===== src/upd_pkg.sv =====
// Package for the URL percent decoder: character codes, run and status types,
// and hex digit helpers. No dependencies.
`timescale 1ns / 1ps

package upd_pkg;

  localparam logic [7:0] CHAR_PLUS  = 8'h2B;
  localparam logic [7:0] CHAR_SPACE = 8'h20;
  localparam logic [7:0] CHAR_PCT   = 8'h25;

  // Default number of runs the queue between front and back can hold.
  localparam int QUEUE_DEPTH = 4;

  // One run: the 0..3 decoded words caused by one input word.
  typedef struct packed {
    logic [1:0]      cnt;
    logic [2:0][7:0] bytes;
    logic            str_end;
  } run_t;

  // Front to top: run to push plus escape status.
  typedef struct packed {
    logic push;
    run_t run;
    logic idle;
  } front_st_t;

  function automatic logic is_hex(input logic [7:0] c);
    is_hex = (c >= 8'h30 && c <= 8'h39) || (c >= 8'h61 && c <= 8'h66) ||
             (c >= 8'h41 && c <= 8'h46);
  endfunction

  function automatic logic [3:0] hex_val(input logic [7:0] c);
    logic [7:0] v;
    if (c >= 8'h30 && c <= 8'h39) begin
      v = c - 8'h30;
    end else if (c >= 8'h61 && c <= 8'h66) begin
      v = c - 8'h57;
    end else begin
      v = c - 8'h37;
    end
    hex_val = v[3:0];
  endfunction

endpackage


===== src/upd_front.sv =====
// Front end: tracks escape phase and the held hex digit, classifies each
// accepted input word into a run of decoded words. Uses upd_pkg.
`timescale 1ns / 1ps

module upd_front (
  input  logic              clk,
  input  logic              rst_n,
  input  logic              accept,
  input  logic [7:0]        in_byte,
  input  logic              in_end,
  output upd_pkg::front_st_t st
);
  import upd_pkg::*;

  typedef enum logic [2:0] {
    PH_IDLE = 3'b001,
    PH_PCT  = 3'b010,
    PH_HEX1 = 3'b100
  } phase_t;

  phase_t          phase_r, phase_nxt;
  logic [7:0]      held_r, held_nxt;
  logic [1:0]      n;
  logic [2:0][7:0] bytes;
  logic            do_plain;
  logic            hex;
  logic [7:0]      plain_byte;

  assign hex        = is_hex(in_byte);
  assign plain_byte = (in_byte == CHAR_PLUS) ? CHAR_SPACE : in_byte;

  always_comb begin
    phase_nxt = PH_IDLE;
    held_nxt  = held_r;
    n         = 2'd0;
    bytes     = '0;
    do_plain  = 1'b0;
    case (phase_r)
      PH_PCT: begin
        if (hex && !in_end) begin
          held_nxt  = in_byte;
          phase_nxt = PH_HEX1;
        end else if (hex) begin
          bytes[0] = CHAR_PCT;
          bytes[1] = in_byte;
          n        = 2'd2;
        end else begin
          bytes[0] = CHAR_PCT;
          n        = 2'd1;
          do_plain = 1'b1;
        end
      end
      PH_HEX1: begin
        if (hex) begin
          bytes[0] = {hex_val(held_r), hex_val(in_byte)};
          n        = 2'd1;
        end else begin
          // broken escape: percent and held digit go out literally
          bytes[0] = CHAR_PCT;
          bytes[1] = held_r;
          n        = 2'd2;
          do_plain = 1'b1;
        end
      end
      default: do_plain = 1'b1;
    endcase
    if (do_plain) begin
      if (in_byte == CHAR_PCT && !in_end) begin
        phase_nxt = PH_PCT;
      end else begin
        case (n)
          2'd0:    bytes[0] = plain_byte;
          2'd1:    bytes[1] = plain_byte;
          default: bytes[2] = plain_byte;
        endcase
        n = n + 2'd1;
      end
    end
    if (in_end) begin
      phase_nxt = PH_IDLE;
    end
  end

  always_ff @(posedge clk) begin
    if (!rst_n) begin
      phase_r <= PH_IDLE;
      held_r  <= 8'h00;
    end else if (accept) begin
      phase_r <= phase_nxt;
      held_r  <= held_nxt;
    end
  end

  assign st.push        = accept && (n != 2'd0);
  assign st.run.cnt     = n;
  assign st.run.bytes   = bytes;
  assign st.run.str_end = in_end;
  assign st.idle        = (phase_r == PH_IDLE);

endmodule


===== src/upd_queue.sv =====
// Small run queue between front and back ends, register based.
// Uses upd_pkg for the run type.
`timescale 1ns / 1ps

module upd_queue #(
  parameter int Depth = upd_pkg::QUEUE_DEPTH
) (
  input  logic                          clk,
  input  logic                          rst_n,
  input  logic                          push,
  input  upd_pkg::run_t                 wr_run,
  input  logic                          pop,
  output upd_pkg::run_t                 head,
  output logic                          empty,
  output logic                          full,
  output logic [$clog2(Depth+1)-1:0]    count
);
  import upd_pkg::*;

  localparam int PtrW = $clog2(Depth);
  localparam int CntW = $clog2(Depth + 1);

  run_t            mem_r [Depth];
  logic [PtrW-1:0] wr_ptr_r, wr_ptr_nxt;
  logic [PtrW-1:0] rd_ptr_r, rd_ptr_nxt;
  logic [CntW-1:0] cnt_r, cnt_nxt;
  logic            do_push, do_pop;

  assign empty   = (cnt_r == '0);
  assign full    = (cnt_r == CntW'(Depth));
  assign do_push = push && !full;
  assign do_pop  = pop && !empty;
  assign head    = mem_r[rd_ptr_r];
  assign count   = cnt_r;

  always_comb begin
    wr_ptr_nxt = wr_ptr_r;
    rd_ptr_nxt = rd_ptr_r;
    cnt_nxt    = cnt_r;
    if (do_push) begin
      wr_ptr_nxt = (wr_ptr_r == PtrW'(Depth - 1)) ? '0 : wr_ptr_r + 1'b1;
    end
    if (do_pop) begin
      rd_ptr_nxt = (rd_ptr_r == PtrW'(Depth - 1)) ? '0 : rd_ptr_r + 1'b1;
    end
    case ({do_push, do_pop})
      2'b10:   cnt_nxt = cnt_r + 1'b1;
      2'b01:   cnt_nxt = cnt_r - 1'b1;
      default: cnt_nxt = cnt_r;
    endcase
  end

  always_ff @(posedge clk) begin
    if (!rst_n) begin
      wr_ptr_r <= '0;
      rd_ptr_r <= '0;
      cnt_r    <= '0;
    end else begin
      wr_ptr_r <= wr_ptr_nxt;
      rd_ptr_r <= rd_ptr_nxt;
      cnt_r    <= cnt_nxt;
    end
  end

  always_ff @(posedge clk) begin
    if (do_push) begin
      mem_r[wr_ptr_r] <= wr_run;
    end
  end

endmodule


===== src/upd_back.sv =====
// Back end: walks the head run one word per cycle, while out_stall does not hold it,
// into the output register. Uses upd_pkg for the run type.
`timescale 1ns / 1ps

module upd_back (
  input  logic          clk,
  input  logic          rst_n,
  input  upd_pkg::run_t head,
  input  logic          empty,
  output logic          pop,
  output logic          out_valid,
  input  logic          out_stall,
  output logic [7:0]    out_byte,
  output logic          out_run_last,
  output logic          out_string_last
);
  import upd_pkg::*;

  logic [1:0] idx_r, idx_nxt;
  logic       valid_r, valid_nxt;
  logic [7:0] byte_r;
  logic       run_last_r, str_last_r;
  logic       load;
  logic       last;
  logic [7:0] sel_byte;

  assign load = !empty && (!valid_r || !out_stall);
  assign last = (idx_r == head.cnt - 2'd1);
  assign pop  = load && last;

  always_comb begin
    case (idx_r)
      2'd0:    sel_byte = head.bytes[0];
      2'd1:    sel_byte = head.bytes[1];
      default: sel_byte = head.bytes[2];
    endcase
    idx_nxt   = idx_r;
    valid_nxt = valid_r;
    if (load) begin
      idx_nxt   = last ? 2'd0 : idx_r + 2'd1;
      valid_nxt = 1'b1;
    end else if (!out_stall) begin
      valid_nxt = 1'b0;
    end
  end

  always_ff @(posedge clk) begin
    if (!rst_n) begin
      idx_r   <= 2'd0;
      valid_r <= 1'b0;
    end else begin
      idx_r   <= idx_nxt;
      valid_r <= valid_nxt;
    end
  end

  always_ff @(posedge clk) begin
    if (load) begin
      byte_r     <= sel_byte;
      run_last_r <= last;
      str_last_r <= last && head.str_end;
    end
  end

  assign out_valid       = valid_r;
  assign out_byte        = byte_r;
  assign out_run_last    = run_last_r;
  assign out_string_last = str_last_r;

endmodule


===== src/url_percent_decoder.sv =====
// Top level of the streaming URL percent decoder: front end, run queue and
// back end. Depends on upd_pkg, upd_front, upd_queue and upd_back.
`timescale 1ns / 1ps

// Usage
//   Input channel (in_valid/in_stall, in_byte, in_end): one encoded character
//   per word; in_end marks the last character of a string. A word is taken at
//   a clock edge with in_valid high and in_stall low.
//   Output channel (out_valid/out_stall): one decoded character per word.
//   out_run_last flags the last word caused by an input word, out_string_last
//   the final decoded character of a string. '+' decodes to space, '%XX' to
//   the byte spelled, a broken escape passes through literally.
//   An input's first word passes the run queue and the output register before
//   it shows on out_valid. An input that only opens an escape causes no word.
//   Throughput: one input word per cycle while each causes at most one output
//   and the receiver does not stall; the back end sends one word per cycle
//   while not stalled. The run queue (QDepth runs) absorbs the bursts of a
//   broken escape (up to three words); in_stall rises only when it is full.
//   Reset (rst_n low, synchronous): escape phase idle, queue empty, no output.
//   A stalled receiver holds the output word; the front keeps accepting until
//   the queue fills.

module url_percent_decoder #(
  parameter int QDepth = upd_pkg::QUEUE_DEPTH
) (
  input  logic       clk,
  input  logic       rst_n,
  input  logic       in_valid,
  output logic       in_stall,
  input  logic [7:0] in_byte,
  input  logic       in_end,
  output logic       out_valid,
  input  logic       out_stall,
  output logic [7:0] out_byte,
  output logic       out_run_last,
  output logic       out_string_last
);
  import upd_pkg::*;

  localparam int CntW = $clog2(QDepth + 1);

  front_st_t       fst;
  run_t            head;
  logic            q_empty, q_full, pop;
  logic            accept;
  logic [CntW-1:0] q_count;

  assign in_stall = q_full;
  assign accept   = in_valid && !in_stall;

  upd_front u_front (
    .clk     (clk),
    .rst_n   (rst_n),
    .accept  (accept),
    .in_byte (in_byte),
    .in_end  (in_end),
    .st      (fst)
  );

  upd_queue #(
    .Depth (QDepth)
  ) u_queue (
    .clk    (clk),
    .rst_n  (rst_n),
    .push   (fst.push),
    .wr_run (fst.run),
    .pop    (pop),
    .head   (head),
    .empty  (q_empty),
    .full   (q_full),
    .count  (q_count)
  );

  upd_back u_back (
    .clk             (clk),
    .rst_n           (rst_n),
    .head            (head),
    .empty           (q_empty),
    .pop             (pop),
    .out_valid       (out_valid),
    .out_stall       (out_stall),
    .out_byte        (out_byte),
    .out_run_last    (out_run_last),
    .out_string_last (out_string_last)
  );

  // string end always closes the run it belongs to
  a_str_last_run_last: assert property (@(posedge clk) disable iff (!rst_n)
    out_valid |-> (!out_string_last || out_run_last))
    else $error("string_last without run_last");

  // end of string leaves no escape open
  a_end_clears_phase: assert property (@(posedge clk) disable iff (!rst_n)
    (accept && in_end) |=> fst.idle)
    else $error("escape still open after end of string");

  // empty runs are never queued
  a_push_nonempty: assert property (@(posedge clk) disable iff (!rst_n)
    fst.push |-> (fst.run.cnt != 2'd0))
    else $error("empty run pushed");

  a_queue_bound: assert property (@(posedge clk) disable iff (!rst_n)
    q_count <= CntW'(QDepth))
    else $error("queue count past depth");

endmodule

===== config.mk =====
export PLATFORM = sky130hd
export DESIGN_NAME = url_percent_decoder
export DESIGN_NICKNAME = d
export VERILOG_FILES = /design/src/upd_pkg.sv /design/src/upd_front.sv /design/src/upd_queue.sv /design/src/upd_back.sv /design/src/url_percent_decoder.sv
export SDC_FILE = /design/constraint.sdc
export NUM_CORES = 1
export LEC_CHECK = 0
export BUFFER_PORTS_ARGS = -buffer_cell sky130_fd_sc_hd__buf_2
export CORE_ASPECT_RATIO = 0.75
export CORE_MARGIN = 8
export CORE_UTILIZATION = 60
export DETAILED_ROUTE_END_ITERATION = 10
export GPL_TIMING_DRIVEN = 0
export PLACE_DENSITY = 0.78
export SETUP_SLACK_MARGIN = 0.3
export SLEW_MARGIN = 10
export SYNTH_ARGS = -nofsm -noshare
export SYNTH_HDL_FRONTEND = slang
export SYNTH_HIERARCHICAL = 1
export SYNTH_SLANG_ARGS = --single-unit

===== constraint.sdc =====
create_clock -name clk -period 5.7 [get_ports clk]
set_input_delay 1.14 -clock clk [delete_from_list [all_inputs] [get_ports clk]]
set_output_delay 1.14 -clock clk [all_outputs]
set_load 0.02 [all_outputs]

# [After elaboration in Yosys (flattened, before gate mapping)]
# Memories as Yosys holds them, arrays and structs flattened. A register that Yosys moved wholly into a read port is not among the register bits.
# Index checks and enable logic that the tools add are counted.
[word_totals] mem_count=1 elab_cells=116 input_bits=13 ram_bits=108 output_inout_bits=12 reg_bits=31
[op_classes] muxes=40 eq_ne=13 magnitude_cmp=10 n_reduce_logical=29 n_addsub=13
[mem_list] memory="u_queue.mem_r" depth=4 word_bits=27 rd=1 rd_clocked_by_memory_dff=1 write_ports=1 line="upd_queue.sv:23" source="run_t mem_r [Depth];"
[op_table] cell="$mux W8" n=7
[op_table] cell="$mux W24" n=2
[op_table] cell="$pmux W16 S2" n=1
[op_table] cell="$ge A8 B7 Y1 const B" n=3
[op_table] cell="$le A8 B7 Y1 const B" n=3
[op_table] cell="$mux W2" n=10
[op_table] cell="$eq A8 B6 Y1 const B" n=2
[op_table] cell="$ge A8 B6 Y1 const B" n=2
[op_table] cell="$le A8 B6 Y1 const B" n=2
[op_table] cell="$mux W16" n=1
[op_table] cell="$mux W4" n=4
[op_table] cell="$pmux W8 S2" n=1
[op_table] cell="$sub A4 B3 Y4 const B" n=4
[op_table] cell="$mux W3" n=5
[op_table] cell="$logic_and A1 B1 Y1" n=14
[op_table] cell="$add A2 B1 Y2 const B" n=4
[op_table] cell="$sub A4 B1 Y4 const B" n=2
[op_table] cell="$eq A2 B1 Y1 const B" n=3
[op_table] cell="$eq A2 B2 Y1 const B" n=3
[op_table] cell="$eq A3 B3 Y1 const B" n=2
[op_table] cell="$mux W1" n=6
[op_table] cell="$pmux W3 S2" n=1
[op_table] cell="$logic_not A1 Y1" n=5
[op_table] cell="$logic_not A2 Y1" n=2
[op_table] cell="13 further kinds" n=16

# [Depth between registers and ports, before layout]
[depth] depth_word=15 depth_mapped=20 mapped_depth_nobuf=19

# [Hierarchy]
# Netlist, hierarchy kept.
[by_module_without_submodules] module="upd_queue" cells_per_inst=197 area_each_um2=4438.0 instances=1 seq_area_each_um2=3423.3
[by_module_without_submodules] module="upd_front" cells_per_inst=162 area_each_um2=1267.5 instances=1 seq_area_each_um2=220.2
[by_module_without_submodules] module="upd_back" cells_per_inst=59 area_each_um2=620.6 instances=1 seq_area_each_um2=360.3
[by_module_without_submodules] module="url_percent_decoder" cells_per_inst=1 area_each_um2=13.8 instances=1 seq_area_each_um2=0.0

# [Worst setup path after synthesis]
# No wires, ideal clock.
[synth_timing] kind="input to register" start="input port in_byte[0]" end="register u_queue.cnt_r[2], in the netlist u_queue/count[2]" setup_ps=76 path_buffers=1 slack_ps=1069 required_time_ps=5624 cell_stages=19 arrival_ps=4556 path_cell_list="inv_1 > ha_1 > and4bb_1 > a221o_1 > nor4_1 > a21oi_1 > ha_1 > nand3_1 > nor3_1 > nor3b_1 > nor2b_1 > buf_2 > inv_1 > ha_1 > inv_1 > fa_1 > xor2_1 > or3_1 > a21boi_0"
[synth_lines] element="from (decl)" line="url_percent_decoder.sv:30" source="input logic [7:0] in_byte,"
[synth_lines] element="to (signal assigned)" line="upd_queue.sv:61" source="cnt_r <= cnt_nxt;"
[synth_lines] element="to (decl)" line="upd_queue.sv:26" source="logic [CntW-1:0] cnt_r, cnt_nxt;"

==> run_results.csv <==
group,metric,value,unit
status,status,"finished clean",
timing,post-route-period-util,88.3,%
final_layout,fin_area,7210,µm²
timing,hold_viol,0,
timing,rsz0062_at_grt,"false",
synth,synth_area_per_cell,15.2,µm²
final_layout,antennaDiodeCount,0,
timing,final_max_slew_viol_count,0,
flow_run,drv_cap,0,
detailed_routing,routed_wl,13300,µm
final_layout,synthToLayoutAreaGrowth,13.8,%
worst_setup_path,crit_path_end_kind,"flop",
clock_tree,cts_tree,"done",
timing,final.setup_skew,7.26,ps
global_route,grt_pass1_wl,20800,µm
clock_tree,root_buffer,"clkbuf_16",
worst_setup_path,critPathArrivalTime,5360,ps
final_layout,n_fill_cell,662,
clock_tree,cts-hold-fix-buffers,0,
die,core,10300,µm²
synth,syn_nets,449,
detailed_routing,drt_iter0_drc,396,
clock_tree,clk_pin_slew,60,ps
die,die_width,135,µm
die,die_h,105,µm
global_route,antenna_found_initial,0,
final_layout,layout-drive-gt1-share,20.6,%
detailed_routing,ant_nets,0,
synth,syn_inst,418,
worst_setup_path,slowest_delay,880,ps
timing,max_slew_margin,33.1,%
worst_setup_path,worstPathCellList,"buf_2, inv_1, ha_1, and4bb_1, a221o_1, nor4_1, a21oi_1, ha_1, nand3_1, nor3_1, nor3b_1, nor2b_1, buf_2, inv_1, ha_1, inv_1, fa_1, xor2_1, or3_1, a21boi_0",
final_layout,num-nets-final,490,
worst_setup_path,crit_fanout,8,
place,place_congestion,0.908,
timing,worst_pin_slew,994,ps
worst_setup_path,slowest_stage,"nor4_1",
clock_tree,cts_max_level,4,
clock_tree,cts_resized,0,
detailed_routing,post-route-drc-count,0,
detailed_routing,dr.pass1.iters,6,
pwr,power_density,436,nW/µm²
pwr,irDropWorstVdd,218,µV
timing,setup_violations,0,
global_route,grt_pass1_vias,3818,
global_route,grt_use_total,19.6,%
final_layout,fin_util,70.1,%
worst_hold_path,worst_hold_path_type,"reg2reg",
detailed_routing,wl_per_cell,21.9,µm
worst_setup_path,required,6030,ps
final_layout,final-instance-count-excl-fill,608,
clock_tree,cts_setup_buffers,0,
worst_setup_path,start_kind,"input pin",
die,io_pins,25,
place,io_buffers,22,
detailed_routing,vias_per_cell,6.17,
global_route,gr-total-overflow,0,
timing,setup_ws,668,ps
clock_tree,cts_buffers,17,
timing,finalSetupTns,0,ps
clock_tree,worstSkewPairLatency,410,ps
place,dp_slack,327,ps
clock_tree,clk_path_buf_depth,2,
place,hpwl,9020,µm
synth,yosys_warnings,6,
timing,fmax,199,MHz
clock_tree,clock_sinks,141,
pwr,leakagePower,0.00253,µW
die,dieArea,14100,µm²
place,dp_cells,576,
synth,syn-cell-area,6330,µm²
worst_setup_path,worst-setup-path-type,"in2reg",
detailed_routing,vias,3750,
place,post_dp_cell_area,6620,µm²
die,start_util,61.6,%
global_route,grt_max_degree,28,
timing,finalCriticalPeriod,5030,ps
die,rows,32,
[layer usage]
| metal | vias to the layer above | track usage [%] | routed length [µm] |
|---|---|---|---|
| met5 | - | 0 | 0 |
| li1 | 1698 | - | - |
| met2 | 168 | 29.4 | 6100 |
| met1 | 1870 | 26.8 | 6080 |
| met4 | 0 | 7.35 | 165 |
| met3 | 14 | 5.12 | 976 |
[power by group]
group	switching, µW	internal, µW
Sequential	58.7	1320
Combinational	416	275
Clock	426	651
[layout make-up]
class                   count  area [µm²]  share of cell area (%)
flip-flops and latches    141        4000                    55.5
multi-input cells         242        2150                    29.8
clock buffers              18         429                    5.95
well taps                 136         170                    2.36
clock inverters            14         156                    2.17
plain buffers              18         128                    1.77
repair buffers             22         110                    1.53
inverters                  17        63.8                   0.885
[sequential cells by signal, summed over array words and instances (netlist names), named ones only]
| name | flops |
|---|---|
| u_back/out_valid | 1 |
| u_back/out_run_last | 1 |
| u_queue/mem_r | 108 |
| u_queue/rd_ptr_r | 2 |
| u_back/idx_r | 2 |
| u_back/out_string_last | 1 |
| u_front/held_r | 8 |
| u_queue/wr_ptr_r | 2 |
| u_queue/count | 3 |
| u_front/phase_r | 3 |
| u_back/out_byte | 8 |
[worst max-delay path: cells and delay by family]
| family | cells | cell delay, ps |
|---|---|---|
| XOR/XNOR | 1 | 150 |
| adder cells (fa/ha/maj) | 4 | 1020 |
| AND/OR/NAND/NOR | 7 | 1890 |
| AO/OA/AOI/OAI | 3 | 590 |
| buffers and inverters | 5 | 570 |
[placed cells by master (no fill, tap or decap), types with 8 or more instances in the layout]
master     instances
edfxtp_1         118
dfxtp_1           23
o21ai_0           11
nand2_1           38
nor2_1             8
nor2b_1            9
nand3_1           10
mux2i_1           10
buf_2             29
clkbuf_16         17
ha_1              17
inv_1             17
a21oi_1           11
and2_1            13
a22oi_1            8
mux4_2            20
[metrics by stage]
stage,hold WS (ps),total power [µW]
2_1_floorplan,441,1870
3_3_place_gp,462,2060
3_5_place_dp,473,2090
4_1_cts,481,3170
5_1_grt,500,3280
6_report,476,3140
[worst paths after layout]
check,startpoint,end,slack (ps),depth (start not counted)
setup / recovery,in_byte[0],u_queue/count[2],670,20
hold / removal,u_front/held_r[7],u_front/held_r[7],480,2
hold reg to reg,u_front/held_r[7],u_front/held_r[7],480,2
setup reg to reg,u_front/phase_r[2],u_queue/count[2],1130,18
Note: power is estimated with default switching activity, not from simulation.
